## config.mk

```make
export PLATFORM = sky130hd
export DESIGN_NAME = abe_front_flat
export DESIGN_NICKNAME = d
export VERILOG_FILES = /design/src/design/abe_pkg.sv /design/src/design/abe_if.sv /design/src/design/abe_front.sv /design/src/flat_wrapper.sv
export SDC_FILE = /design/constraint.sdc
export NUM_CORES = 1
export LEC_CHECK = 0
export ABC_AREA = 1
export BUFFER_PORTS_ARGS = -buffer_cell sky130_fd_sc_hd__buf_2
export CAP_MARGIN = 40
export CORE_ASPECT_RATIO = 0.6
export CORE_MARGIN = 3
export CORE_UTILIZATION = 40
export DETAILED_ROUTE_END_ITERATION = 16
export PLACE_DENSITY = 0.67
export SYNTH_ARGS = -nofsm -noshare
export SYNTH_HDL_FRONTEND = slang
export SYNTH_SLANG_ARGS = --single-unit
```

## constraint.sdc

```tcl
create_clock -name clk -period 2.5 [get_ports clk]
set_input_delay 0 -clock clk [delete_from_list [all_inputs] [get_ports clk]]
set_output_delay 0 -clock clk [all_outputs]
set_load 0.1 [all_outputs]
```

## src/design/abe_pkg.sv

```systemverilog
// Package for the accumulator bytecode executor: opcodes, widths, lengths and shared types.
// No dependencies.
package abe_pkg;

  localparam int NumRegs = 32;
  localparam int RegIdxBits = 5;
  localparam int PcBits = 16;
  localparam int DataBits = 64;
  localparam int CountBits = 32;
  localparam int QueueDepth = 2;

  typedef enum logic [4:0] {
    OP_LDA_ZERO = 5'd0, OP_LDA_SMI = 5'd1, OP_LDA_UNDEF = 5'd2, OP_LDA_TRUE = 5'd3,
    OP_LDA_FALSE = 5'd4, OP_LDAR = 5'd5, OP_STAR = 5'd6, OP_MOV = 5'd7,
    OP_STAR_SHORT = 5'd8, OP_ADD = 5'd9, OP_SUB = 5'd10, OP_MUL = 5'd11,
    OP_DIV = 5'd12, OP_MOD = 5'd13, OP_ADD_IMM = 5'd14, OP_SUB_IMM = 5'd15,
    OP_NEGATE = 5'd16, OP_INC = 5'd17, OP_DEC = 5'd18, OP_EQ = 5'd19,
    OP_LT = 5'd20, OP_GT = 5'd21, OP_LE = 5'd22, OP_GE = 5'd23,
    OP_JUMP = 5'd24, OP_JUMP_TRUE = 5'd25, OP_JUMP_FALSE = 5'd26, OP_JUMP_LOOP = 5'd27,
    OP_RETURN = 5'd28, OP_RESTART = 5'd29, OP_ILL0 = 5'd30, OP_ILL1 = 5'd31
  } op_t;

  localparam logic [1:0] ST_RUN = 2'd0;
  localparam logic [1:0] ST_RETURNED = 2'd1;
  localparam logic [1:0] ST_ILLEGAL = 2'd2;
  localparam logic [1:0] ST_PAST_END = 2'd3;

  typedef enum logic [2:0] {
    EX_IDLE, EX_READ, EX_MUL, EX_DIV, EX_DIVFIX, EX_OUT
  } ex_state_t;

  // Decoded word as it travels from the front to the back.
  typedef struct packed {
    op_t op;
    logic [RegIdxBits-1:0] reg_a;
    logic [RegIdxBits-1:0] reg_b;
    logic signed [7:0] imm;
    logic [7:0] jump_offset;
    logic [2:0] len;
    logic is_div;
    logic is_mul;
  } dec_t;

  function automatic logic [2:0] op_len(input op_t op);
    logic [2:0] l;
    l = 3'd1;
    case (op)
      OP_LDA_SMI, OP_LDAR, OP_STAR, OP_NEGATE, OP_INC, OP_DEC,
      OP_JUMP, OP_JUMP_TRUE, OP_JUMP_FALSE: l = 3'd2;
      OP_MOV, OP_ADD, OP_SUB, OP_MUL, OP_DIV, OP_MOD, OP_ADD_IMM, OP_SUB_IMM,
      OP_EQ, OP_LT, OP_GT, OP_LE, OP_GE: l = 3'd3;
      OP_JUMP_LOOP: l = 3'd4;
      default: l = 3'd1;
    endcase
    return l;
  endfunction

endpackage

```

## src/design/abe_if.sv

```systemverilog
// Handshake interfaces for the executor's input, result and configuration channels.
// Depends on abe_pkg.
interface abe_in_if (input logic clk);
  logic valid;
  logic ready;
  logic [4:0] op;
  logic [abe_pkg::RegIdxBits-1:0] reg_a;
  logic [abe_pkg::RegIdxBits-1:0] reg_b;
  logic signed [7:0] imm;
  logic [7:0] jump_offset;
  modport source (output valid, op, reg_a, reg_b, imm, jump_offset, input ready);
  modport sink (input valid, op, reg_a, reg_b, imm, jump_offset, output ready);
endinterface


```

## src/design/abe_front.sv

```systemverilog
// Front end: accepts input words, decodes length and class, and queues them for the back end.
// Depends on abe_pkg and abe_if.
module abe_front (
  input  logic            clk,
  input  logic            rst,
  abe_in_if.sink          in_ch,
  output abe_pkg::dec_t   q_data,
  output logic            q_valid,
  input  logic            q_pop
);
  abe_pkg::dec_t slot [abe_pkg::QueueDepth];
  logic rd_ptr, wr_ptr;
  logic [1:0] fill;
  logic push;
  abe_pkg::dec_t dec;

  assign in_ch.ready = (fill != 2'(abe_pkg::QueueDepth));
  assign push = in_ch.valid && in_ch.ready;
  assign q_valid = (fill != 2'd0);
  assign q_data = slot[rd_ptr];

  always_comb begin
    dec.op = abe_pkg::op_t'(in_ch.op);
    dec.reg_a = in_ch.reg_a;
    dec.reg_b = in_ch.reg_b;
    dec.imm = in_ch.imm;
    dec.jump_offset = in_ch.jump_offset;
    dec.len = abe_pkg::op_len(dec.op);
    dec.is_div = (dec.op == abe_pkg::OP_DIV) || (dec.op == abe_pkg::OP_MOD);
    dec.is_mul = (dec.op == abe_pkg::OP_MUL);
  end

  always_ff @(posedge clk) begin
    if (push) begin
      slot[wr_ptr] <= dec;
    end
    if (rst) begin
      rd_ptr <= 1'b0;
      wr_ptr <= 1'b0;
      fill <= 2'd0;
    end else begin
      if (push) wr_ptr <= ~wr_ptr;
      if (q_pop) rd_ptr <= ~rd_ptr;
      fill <= fill + 2'(push) - 2'(q_pop);
    end
  end

  a_no_pop_empty: assert property (@(posedge clk) disable iff (rst) q_pop |-> q_valid)
    else $error("pop from empty queue");
  a_fill_bound: assert property (@(posedge clk) disable iff (rst)
      fill <= 2'(abe_pkg::QueueDepth))
    else $error("queue overfilled");
  a_full_stalls: assert property (@(posedge clk) disable iff (rst)
      (fill == 2'(abe_pkg::QueueDepth)) |-> !in_ch.ready)
    else $error("ready while full");
endmodule

```

## src/flat_wrapper.sv

```systemverilog
// flat-port wrapper written by rule: the top's interface ports become plain ports
module abe_front_flat 
  (clk, rst, q_data, q_valid, q_pop, in_ch_valid, in_ch_op, in_ch_reg_a, in_ch_reg_b, in_ch_imm, in_ch_jump_offset, in_ch_ready);
  abe_in_if in_ch_i (.clk(clk));
  input  logic clk;
  input  logic rst;
  output abe_pkg::dec_t q_data;
  output logic q_valid;
  input  logic q_pop;
  input wire logic [$bits(in_ch_i.valid)-1:0] in_ch_valid;
  input wire logic [$bits(in_ch_i.op)-1:0] in_ch_op;
  input wire logic [$bits(in_ch_i.reg_a)-1:0] in_ch_reg_a;
  input wire logic [$bits(in_ch_i.reg_b)-1:0] in_ch_reg_b;
  input wire logic [$bits(in_ch_i.imm)-1:0] in_ch_imm;
  input wire logic [$bits(in_ch_i.jump_offset)-1:0] in_ch_jump_offset;
  output wire logic [$bits(in_ch_i.ready)-1:0] in_ch_ready;
  assign in_ch_i.valid = in_ch_valid;
  assign in_ch_i.op = in_ch_op;
  assign in_ch_i.reg_a = in_ch_reg_a;
  assign in_ch_i.reg_b = in_ch_reg_b;
  assign in_ch_i.imm = in_ch_imm;
  assign in_ch_i.jump_offset = in_ch_jump_offset;
  assign in_ch_ready = in_ch_i.ready;
  abe_front u_core (.clk(clk), .rst(rst), .in_ch(in_ch_i), .q_data(q_data), .q_valid(q_valid), .q_pop(q_pop));
endmodule
```

==> results, run 1 <==
- The flow ran to the end, and the final reports show no timing, DRC or antenna violations.
- For this block, the initial DRC count from the detailed router was 58.
- The die covers 0.00895 mm^2.
- The number of global-route vias before repair is about 1,800.
- Counting flops with an async set or reset pin after synthesis yields a share of 0%.
- In the routed layout, each cell is associated on average with a via count of about 4.5.
- The commonest cells after synthesis are edfxtp_1 (72), mux2_4 (30), nor2_1 (13).
- Setup repair after global routing left no endpoint under its margin.
- The deepest clock path buffer count is 2.
- The final routed wirelength across all metal layers is just under 6000 um.
- The cell accounting for the most synthesized area is edfxtp_1.
- The data required time at the worst endpoint is approximately 2.5 ns.
- The detailed-router iteration count before antenna repair is 4.
- The initial antenna violation count is 0.
- The flip-flop cell with the highest count after synthesis is edfxtp_1.
- The worst setup path is captured at a primary output.
- The number of cells produced by synthesis is 171.
- The final setup violation count is 0.
- The detail route stage leaves a number of antenna-violating nets equal to 0.
- After floorplanning, the core was divided into 24 placement rows.
- The multiplexer area fraction after synthesis is 16.6%.
- The class of the worst hold path is primary input to register.
- The most common cell in the synthesized netlist is edfxtp_1.
- The height of the chip is roughly 74 um.
- The final critical path time including I/O delays and setup is roughly 1.7 ns.
- 0 antenna diodes ended up in the layout.
- The max-slew violation count is 0.
- The overall global routing resource usage is around 14%.
- The adder-cell share of the synthesized area is 2.00%.
- The net switching fraction of the power is 34.6%.
- The number of synthesized flops with an enable pin is 72.
- The maximum clock rate is 0.601 GHz.
- Sorting the synthesized cells by area gives the leading types as edfxtp_1 (69%), mux2_4 (14%), dfxtp_1 (3.2%), mux2_2 (2.2%), ha_1 (2.0%).
- By area, the combinational part of the netlist is dominated by multiplexers.
- In this run the tightest slew margin relative to its limit is 66.2%.
- Traced cell by cell, the critical path runs through buf_4, mux2_4, buf_2.
- The number of violations of the max-capacitance limit is 0.
- The slew at the pin closest to its max-slew limit is between 0.5 and 0.6 ns.
- The area share of the leading cell type in the synthesized netlist is just under 70%.
- The standard cell with the maximum stage delay on the critical path is buf_2.
- The delay of the slowest cell on the worst path is 0.42 ns.
- Clock latency on the worst-skew pair, taken at its later pin, is approximately 0.33 ns.
- The number of warnings issued by yosys is 0.
- After global routing the overflow that remains totals 0.
- Dividing total power by cell area gives a power density of between 900 and 1000 mW/mm^2.
- The multi-input gate area in the final layout is between 700 and 800 um^2.
- At the end of routability-driven placement, the weighted congestion stood at around 0.84.
- The reported net switching power is 1340 uW.
- The total placed cells including tap cells is about 350.
- The sum of negative setup slack is 0 ns.
- In this run, CTS created clock tree buffers numbering 9.
- Counting every net in the synthesized netlist gives about 210.
- The flop and latch count out of synthesis is between 70 and 80.
- The sequential power share is approximately 41%.
- The post-CTS setup buffer count is 0.
- The cell-internal power is ~2500 uW.
- The relative contribution of combinational cells to total power is between 20% and 30%.
- The sort of element at the start of the critical path is a register.
- The arrival time reported for the critical path endpoint is 1.67 ns.
- The synthesized-area fraction occupied by and/or/nand/nor cells is roughly 4.4%.
- The initial utilization of the core area, before any placement, comes to between 40% and 50%.
- After detailed routing, the number of remaining DRC violations is 0.
- The count of distinct cell types in the synthesized netlist is 18.
- The maximum fanout along the worst path is 20.
- The cell leakage power is 0.00173 uW.
- The clock network power share is between 20 and 30%.
- The clock root buffer is clkbuf_16.
- The share of cells above drive strength 1 is approximately 44%.
- In this run, post-CTS repair resized a total of 0 instances.
- The first global-routing pass estimated 9070 um of wire.
- between 70 and 80 I/O pins were placed.
- The mapped netlist covers 0.00313 mm^2.
- For this design, the sink count on the clock tree is 77.
- Sequential elements use 72.3% of the synthesized area.
- The total of buffers placed on input and output ports is between 70 and 80.
- The vias after detailed routing is roughly 1,800.
- The filler cell count in the final layout is around 600.
- The setup path with the least slack is of type register to primary output.
- The parity-gate share of the synthesized area counting xor and xnor cells is 0.560%.
- Detailed placement finished with a half-perimeter wire length of just under 4000 um.
- The highest ir drop seen on vdd is 0.593 mV.
- The clock transition time at the flip-flop clock pins of the worst setup and hold paths is roughly 0.050 ns.
- The layout overhead on the synthesized area is 34.7%.
- The ratio of final minimum period to clock period is between 60% and 70%.
- The worst clock skew is between 0.005 and 0.006 ns.
- The final cell count without fillers is 399.
- Dividing the synthesized area by the synthesized cell count gives roughly 18 um^2.
- At the end of the flow, the number of nets in the layout was 330.
- Dividing the detail-routed wire length by the instance count gives about 15 um.
- The floorplan core area is between 0.007 and 0.008 mm^2.
- TritonCTS built the clock tree.
- The floorplan step set the die width to around 120 um.
- The H-tree was split into 3 levels.
- The number of hold-slack violations in the final timing report is 0.
- The area used by sequential logic in the layout is between 0.002 and 0.0025 mm^2.
- The fraction of the mapped netlist area in compound gates is less than 1%.
- Entering global routing, the biggest net connects 25 pins.
[power groups by stage]
stage                     logic, uW  registers (uW)  clock network [uW]
after floorplan                 953            1600                   0
after global placement         1100            1600                   0
after detailed placement       1100            1610                   0
after CTS                      1150            1580                1200
after global routing           1180            1590                1250
final                          1140            1580                1160
[routing by layer]
layer,vias up,routed length (um),global-route usage [%],share of wire (%)
met5,-,0,0,0
met4,0,68,6.09,1.2
met3,7,390,5.09,6.6
met2,63,2750,22.1,46
met1,853,2710,17.6,46
li1,863,-,-,-
[registers in the layout, indices dropped and copies added, names as in the netlist, named ones only]
| register | flops |
|---|---|
| u_core.slot | 72 |
| u_core.wr_ptr | 1 |
| u_core.fill | 2 |
| u_core.rd_ptr | 1 |
[stage by stage]
stage	cell area, um^2	utilization [%]	hold WS [ns]	worst slack, ns	total power [uW]
2_1_floorplan	3130	-	0.0724	-0.0826	2550
3_3_place_gp	3600	48.5	0.185	1.03	2700
3_5_place_dp	3600	48.5	0.191	0.971	2710
4_1_cts	4210	56.8	0.0375	0.807	3930
5_1_grt	4210	56.8	0.0599	0.764	4030
6_report	4210	56.8	0.0537	0.835	3880
[final cells by class]
type	count	area share, %
multi-input cells	80	18.1
clock inverters	2	0.208
repair buffers	112	17.7
well taps	104	3.09
inverters	10	0.891
clock buffers	14	6.27
flip-flops and latches	77	53.7
[placed cells by master (no fill, tap or decap), types with 2 or more instances in the layout]
cell type and instances:
clkbuf_16 9, a21oi_1 2, dlygate4sd3_1 34, nand3_1 5
buf_2 72, clkbuf_8 2, nor2_1 12, ha_1 5
clkbuf_1 3, inv_1 10, buf_4 6, mux2_2 6
xnor2_1 2, nand2_1 12, dfxtp_1 4, edfxtp_1 72
mux2_4 30
[worst max-delay path: cells and delay by family, from the launching register on]
kind / cells / cell delay, ns
muxes: 1 / 0.23
buffers and inverters: 2 / 0.77
DFF: 1 / 0.32
[cell families after synthesis]
logic type               count (synthesis)
flip-flops                              77
multiplexers                            36
AND/OR/NAND/NOR                         33
buffers and inverters                   14
adder cells (fa/ha/maj)                  5
AO/OA/AOI/OAI                            4
XOR/XNOR                                 2
[repair_timing]
action                                  CTS  global route
endpoints found under the setup margin    0             0
hold buffers                             34             0
hold endpoints to repair                 67             0
[worst paths after layout]
check                      start            endpoint  slack, ns  depth (start not counted)
setup reg to reg  u_core.fill[0]  u_core.slot[0][35]       0.97                          5
hold reg to reg    u_core.rd_ptr       u_core.rd_ptr       0.52                          2
hold / removal       in_ch_valid      u_core.fill[0]       0.05                          4
setup / recovery        register           q_data[9]       0.83                          3
Note: power is estimated with default switching activity, not from simulation.
==> inputs of run 2 (changes only) <==
Settings changed: ABC_AREA 1 to 0.
Clock period 2.5 ns to 1.4 ns, I/O delays scaled along.
==> run 2 against run 1 <==
The run now ends with setup timing left; die area decreased by 4.0%; sequential share of layout area shrank 7.5 points; power grew 96%; area after synthesis down 4.3%; clock power is 100% higher; via count is 0.22% higher; flip-flop and latch count unchanged; synthesized cell count shrank 7.0%; final area increased by 17%; worst setup slack worse by 0.90 ns; critical endpoint is now q_data[24].
==> results, run 2 <==
- The critical path contains buffers and inverters numbering 2 combined.
- Power spread over the standard cell area amounts to 1550 mW/mm^2.
- Detailed placement ended at an HPWL of between 3000 and 4000 um.
- Global routing finished with a remaining overflow of 0.
- The clock transition time at the flip-flop clock pins of the worst setup and hold paths is roughly 0.050 ns.
- During I/O placement, the number of pins put on the boundary was 73.
- After Yosys synthesis, XOR and XNOR cells account for less than 1% of the synthesized area.
- The final antenna diode count is 0.
- Setup slack on the worst reg-to-reg path comes out at -0.02 ns.
- After synthesis, the largest family of logic cells by area is multiplexers.
- The portion of the post-synthesis area used by sequential elements is 75.6%.
- In the final layout, the registers with the most flip-flops are u_core.slot x72, u_core.fill x2.
- The area share of the leading cell type in the synthesized netlist is approximately 72%.
- Setup violations remaining at the end of the flow were counted as 55.
- The clock tree synthesis step divided the H-tree into 3 levels.
- The final critical path time including I/O delays and setup is between 1 and 1.5 ns.
- Once layout is complete, the cells apart from fillers number 384.
- The filler cell count in the final layout is between 400 and 500.
- In this run, CTS created clock tree buffers numbering 9.
- STA puts the critical path data arrival time at 1.46 ns.
- The flip-flop cell with the highest count after synthesis is edfxtp_1.
- The maximum clock rate is 0.684 GHz.
- The die is about 73 um tall.
- The net count after synthesis is 199.
- Setup repair after global routing could not meet its margin everywhere.
- The worst clock skew is 0.00463 ns.
- The flow ran to the end, but the final reports show violations.
- The routed design has around 6300 um of wire.
- The share of cells above drive strength 1 is just under 50%.
- The deepest clock path buffer count is 2.
- Entering global routing, the biggest net connects 37 pins.
- The number of violations of the max-capacitance limit is 0.
- The number of placed instances, taps included, is between 300 and 400.
- The overall die width is roughly 120 um.
- The data required time at the worst endpoint is between 1 and 1.5 ns.
- In the post-synthesis netlist, the biggest area contributors are edfxtp_1 (72%), mux2_2 (14%), dfxtp_1 (3.3%), ha_1 (2.1%), buf_4 (0.75%).
- The worst setup path is captured at a primary output.
- The number of synthesized flops with an enable pin is between 70 and 80.
- The fraction of registers with async set/reset is 0%.
- The post-synthesis instance area is approximately 0.0030 mm^2.
- The largest single stage delay on the critical path is approximately 0.39 ns.
- The total design power is roughly 7600 uW.
- The synthesized-area fraction occupied by and/or/nand/nor cells is 3.85%.
- Counting every sink on the clock net gives slightly below 80.
- The adder-cell share of the synthesized area is under 10%.
- After synthesis, the mean cell area works out to around 19 um^2.
- In this run, the number of DRC markers left after iteration 0 of detailed routing was 61.
- The worst setup path is launched from a register.
- The class of the worst hold path is primary input to register.
- The detailed-router iteration count before antenna repair is 4.
- The net count of the finished layout is between 300 and 400.
- The synthesized netlist contains 29 unique library cells.
- The library cell appearing most often on the critical path is buf_12.
- The clock root buffer is clkbuf_16.
- The number of flip-flops under the largest register name is a little over 70.
- The number of design rule violations left after detail routing is 0.
- From synthesis to final layout, the design area changed by 64.0%.
- The initial antenna violation count is 0.
- Once the floorplan was initialized, standard cells occupied 43.0% of the core.
- Synthesis inferred 77 register bits.
- TritonCTS built the clock tree.
- Row generation in the floorplan step produced 23 rows.
- For this run, the total global-route usage over all layers was measured as roughly 15%.
- Counting instances in the post-synthesis netlist gives the leading cell types as edfxtp_1 (72), mux2_2 (36), inv_1 (6).
- The setup path with the least slack is of type register to primary output.
- VDD sags by at most roughly 0.72 mV.
- The number of cells produced by synthesis is 159.
- After floorplanning, the core was sized to cover about 0.0070 mm^2.
- For the pin with the worst max-slew slack, the measured transition is roughly 0.5 ns.
- In the layout the commonest cells are edfxtp_1 (72), buf_12 (39), buf_2 (36), dlygate4sd3_1 (33), mux2_4 (27).
- The number of hold-slack violations in the final timing report is 0.
- Counting flops per register, the top entry is u_core.slot.
- The worst-skew pair later-pin latency is 0.32 ns.
- During placement, the flow inserted port buffers numbering a little over 70.
- By instance count, the leading cell after synthesis is edfxtp_1.
- After synthesis, the share of cell area in mux cells is 14.3%.
- The synthesized netlist devotes 2.26% of its cell area to compound gates.
- The die covers 0.00859 mm^2.
- The most common cell after layout, fill and taps aside is edfxtp_1.
- In the final routed layout, each cell accounts on average for around 16 um.
- During synthesis, Yosys emitted a total of 0 warnings.
- The number of global-route vias before repair is 1,936.
- In this run the remaining antenna-violating nets after routing total 0.
- At the end of routability-driven placement, the weighted congestion stood at roughly 0.75.
- The worst hold path startpoint is q_pop.
- The worst pin sits at a relative slew slack of around 67%.
- The smallest setup slack after layout is -0.0629 ns.
- The worst path uses 104% of the clock period.
- The detail-routed via count per cell is 4.66.
- edfxtp_1 takes more of the synthesized area than any other cell.
- Across all layers, the routed design uses 1,790 vias.
- The startpoint identified for the worst register-to-register timing path is u_core.fill[0].
- The family of cells with the greatest summed delay on the critical path is multiplexers.
- The cell leakage power is ~0.0019 uW.
- The first-pass GRT wire length is between 9000 and 10,000 um.
- Walking the worst path, the cells encountered are buf_12, mux2_2, buf_12.
- The standard cell with the maximum stage delay on the critical path is mux2_2.
- In this run the worst path has a maximum fanout of 18.
- The final reports fail on setup timing.
- The max-slew violation count is 0.
[run 2: cell count changes after synthesis, moves of 4 or more]
| cell | previous run | this run |
|---|---|---|
| mux2_2 | 6 | 36 |
| nand2_1 | 12 | 1 |
| nand3_1 | 5 | 1 |
| mux2_4 | 30 | 0 |
| nor2_1 | 13 | 4 |
| inv_1 | 10 | 6 |
[run 2: worst paths after layout]
path / end / cells after the start
max: q_data[24] / 3
min: u_core.rd_ptr / 3
max reg2reg: u_core.fill[1] / 5
min reg2reg: u_core.rd_ptr / 2
[run 2: per-stage QoR]
step | utilization (%) | area (um^2) | setup TNS [ns] | hold slack, ns | worst slack, ns
after detailed placement | 58.8 | 4100 | -0.0375 | 0.193 | -0.0375
after CTS | 69.5 | 4840 | -1.97 | 0.00849 | -0.0700
after global routing | 70.5 | 4910 | -3.58 | 0.0495 | -0.0999
final | 70.5 | 4910 | -0.833 | 0.0115 | -0.0629
after global placement | 58.8 | 4100 | 0 | 0.187 | 0.000747
after floorplan | - | 3020 | -22.03 | 0.0617 | -0.346
[run 2: final cells by class]
cell class,instances,area (um^2),area share (%)
inverters,6,26.3,0.535
flip-flops and latches,77,2270,46.2
repair buffers,114,1380,28.1
multi-input cells,72,803,16.4
clock buffers,9,225,4.59
well taps,100,125,2.55
clock inverters,6,78.8,1.61
[run 2: kinds of logic after synthesis]
group,Yosys count
simple gates,18
compound gates,10
xor+xnor,1
buf+inv,10
mux,38
fa+ha+maj,5
flops,77
[run 2: per-layer routing]
metal,track usage [%],routed length [um],vias up
li1,-,-,855
met1,19.8,2830,854
met2,24.7,2890,75
met3,6.04,539,6
met4,3.51,56,0
met5,0,0,-
[run 2: where the power goes]
group / leakage, uW / switching [uW] / total [uW] / internal (uW)
Sequential: 0.000716 / 56.0 / 2790 / 2730
Combinational: 0.00107 / 1540 / 2500 / 958
Clock: 0.000152 / 803 / 2330 / 1530
[run 2: worst reg2reg max path, delay by kind of cell, from the launching register on]
kind          cells  cell delay (ns)
buf+inv           1             0.04
fa+ha+maj         1             0.20
flops             1             0.34
mux               2             0.53
simple gates      1             0.20
[run 2: what timing repair did]
item,CTS,global route
gates resized for setup,25,6
buffers inserted,0,1
hold buffers,33,0
pin swaps,0,0
gates cloned,1,2
endpoints found under the setup margin,73,73
hold endpoints to repair,66,0
==> inputs of run 3 (changes only) <==
Settings changed: PLACE_DENSITY 0.67 to 0.65, SETUP_SLACK_MARGIN from default to 0.1, SKIP_LAST_GASP from default to 1.
Clock period 1.4 ns to 1.7 ns, I/O delays scaled along.
==> run 3 against run 2 <==
The flow now finishes without violations; utilization down 2.9 points; via count down 2.5%; power is 21% lower; final area fell by 4.2%; flip-flop and latch count stayed put; sequential share of layout area rose by 2.0 points; worst hold slack better by 0.028 ns; clock skew about the same; highest routed layer unchanged; first-iteration DRC count up 11%; critical path type unchanged; die area stayed put; clock power decreased by 24%; routed wire length is 12% lower.
==> results, run 3 (synthesized netlist as in run 2, its figures left out) <==
- The worst-case IR drop observed on VDD is around 0.63 mV.
- The largest single stage delay on the critical path is just over 0.4 ns.
- The register with the most flip-flops in the final layout is u_core.slot.
- The overall global routing resource usage is approximately 14%.
- The post-route netlist has around half of its cells at a drive strength greater than 1.
- Net switching is 32.1% of the power.
- The height of the chip is approximately 73 um.
- The run finished with clean final reports.
- The initial antenna violation count was 0.
- The floorplan has 23 rows.
- The worst path needs about 1.5 ns of the cycle, external delays included.
- The internal portion of the total power is just over 4000 uW.
- The floorplan core area is around 0.0070 mm^2.
- The H-tree was split into 3 levels.
- The total placed cells including tap cells is 331.
- The layout has roughly 480 filler cells.
- The class of the worst hold path is primary input to register.
- The total power per unit cell area is ~1300 mW/mm^2.
- The initial cell density of the core is a little over two fifths.
- The number of global-route vias before repair is approximately 1,900.
- In this run the most critical hold path is launched from in_ch_valid.
- The die covers between 0.008 and 0.009 mm^2.
- Setup violations remaining at the end of the flow were counted as 0.
- The wire length per cell after detailed routing is 14.6 um.
- The final hold slack is about 0.04 ns.
- Clock latency on the worst-skew pair, taken at its later pin, is ~0.32 ns.
- The worst setup path is captured at a primary output.
- The pin count of the biggest net entering global routing is 37.
- In this run the horizontal extent of the chip is roughly 120 um.
- The first global-routing pass estimated slightly above 9000 um of wire.
- After layout, the worst path uses between 80% and 90% of the clock period.
- The layout overhead on the synthesized area is 57.2%.
- The clock network burns 29.6% of the power.
- The analysis attributes to net switching a power of between 1500 and 2000 uW.
- Setup repair after global routing left no endpoint under its margin.
- Pin placement for this block handled between 70 and 80 I/O pins.
- The largest registers in the layout are u_core.slot x72, u_core.fill x2.
- The final standard cell area without fillers is approximately 0.0047 mm^2.
- The final HPWL from detailed placement is approximately 3400 um.
- The most common cell after layout, fill and taps aside is edfxtp_1.
- For this run, design rule violations remaining after detail routing come to 0.
- Counting every sink on the clock net gives 77.
- The number of cells on the worst reg-to-reg path is 5.
- In this run the critical register-to-register path is launched from u_core.fill[0].
- The maximum fanout along the worst path is 20.
- The sequential power share is a little under two fifths.
- The worst clock skew is around 0.005 ns.
- The finished layout holds around 380 standard cells, fillers aside.
- The clock transition time at the flip-flop clock pins of the worst setup and hold paths is ~0.050 ns.
- In this run the critical register-to-register path is captured at u_core.fill[0].
- The cell leakage power is ~0.0018 uW.
- Static timing analysis puts the maximum clock frequency at approximately 0.66 GHz.
- The worst hold path terminates at u_core.wr_ptr.
- The repair_antennas step left the layout with diodes totalling 0.
- In the layout the commonest cells are edfxtp_1 (72), buf_12 (38), mux2_2 (36), buf_2 (36), dlygate4sd3_1 (34).
- At the end of the flow, the number of nets in the layout was roughly 320.
- The max-slew violation count is 0.
- The final routed wirelength across all metal layers is around 5600 um.
- For the pin with the worst max-slew slack, the measured transition is about 0.48 ns.
- The first-iteration detailed-routing DRC count is approximately 70.
- The instance count along the most critical hold path is 3.
- The number of nets with antenna violations after detailed routing is 0.
- The deepest clock path buffer count is 2.
- The number of flip-flops under the largest register name is 72.
- For this run the aggregate overflow at the end of global routing stands at 0.
- Using the TritonRoute via totals, the vias-per-cell ratio works out to around 4.6.
- STA puts the critical path data arrival time at about 1.5 ns.
- The tree is rooted in a clkbuf_16.
- STA classifies the critical path startpoint as a register.
- Walking the worst path, the cells encountered are buf_4, mux2_2, buf_12.
- The number of CTS-inserted buffers is 9.
- The total design power is ~6000 uW.
- The routed layout has approximately 1,700 vias.
- The number of hold-slack violations in the final timing report is 0.
- The normalized max-slew margin is 67.5%.
- Summing all multi-input logic gate instances after layout gives 702 um^2.
- TritonCTS built the clock tree.
- The slack of the worst reg-to-reg path is ~0.2 ns.
- Routability-driven placement finished with a final weighted congestion of 0.725.
- Across the run, the number of max-cap violations was 0.
- Before antenna repair, the detailed router went through 4 iterations.
- Of the total power, combinational logic draws 32.2%.
- The total of buffers placed on input and output ports is 72.
- Adding up every negative setup slack in the final design gives 0 ns.
- Across the whole layout, storage elements account for roughly 0.0023 mm^2.
- The critical path is of the register to primary output type.
- After detailed placement, the total cell area comes to 0.00406 mm^2.
- The standard cell with the maximum stage delay on the critical path is mux2_2.
- For the worst setup path, the data required time is between 1.5 and 2 ns.
## run 3: cell types whose count changed in the layout (fill, tap and decap cells not counted), sizes merged
cell,before,now
buf,80,77
dlygate4sd3,33,34
bufinv,2,1
clkinv,4,3
clkinvlp,1,2
## run 3: how the worst max path moves through the flow
stage / slack (ns) / cells past startpoint / end / start
floorplan: -0.05 / 3 / u_core.slot[0][0] / u_core.fill[0]
global placement: 0.20 / 5 / u_core.fill[1] / u_core.fill[0]
detailed placement: 0.17 / 5 / u_core.fill[1] / u_core.fill[0]
CTS: 0.14 / 5 / u_core.fill[0] / u_core.fill[0]
global route: 0.10 / 5 / u_core.fill[0] / u_core.fill[0]
finish: 0.20 / 3 / q_data[2] / register
## run 3: power groups by stage
stage	Sequential, uW	Combinational, uW	Clock (uW)
6_report	2290	1930	1770
5_1_grt	2300	1990	1900
4_1_cts	2290	1930	1820
3_5_place_dp	2330	1860	0
3_3_place_gp	2320	1850	0
2_1_floorplan	2310	1200	0
## run 3: through the flow
stage	setup slack, ns	utilization, %
floorplan	-0.0458	-
global placement	0.203	58.3
detailed placement	0.171	58.3
CTS	0.138	67.3
global route	0.103	67.6
finish	0.196	67.6
## run 3: layout make-up
| cell class | count | area share [%] |
|---|---|---|
| Timing Repair Buffer | 111 | 27.7 |
| Sequential cell | 77 | 48.2 |
| Clock inverter | 5 | 1.12 |
| Clock buffer | 10 | 4.87 |
| Inverter | 6 | 0.559 |
| Multi-Input combinational cell | 72 | 14.9 |
| Tap cell | 100 | 2.66 |
## run 3: timing repair
| item | in CTS | in global routing |
|---|---|---|
| endpoints found under the setup margin | 0 | 2 |
| buffers inserted | 0 | 1 |
| hold buffers | 34 | 0 |
| resized for setup | 0 | 1 |
| hold endpoints to repair | 66 | 0 |
## run 3: routing by layer
layer / track usage (%) / share of wire [%]
met3: 6.04 / 6.0
met2: 21.9 / 48
met5: 0 / 0
met4: 4.42 / 0.61
met1: 17.2 / 45
## run 3: critical path: cells and delay by family, from the launching register on
kind / cells / cell delay (ns)
muxes: 1 / 0.41
buffers and inverters: 2 / 0.44
DFF: 1 / 0.32
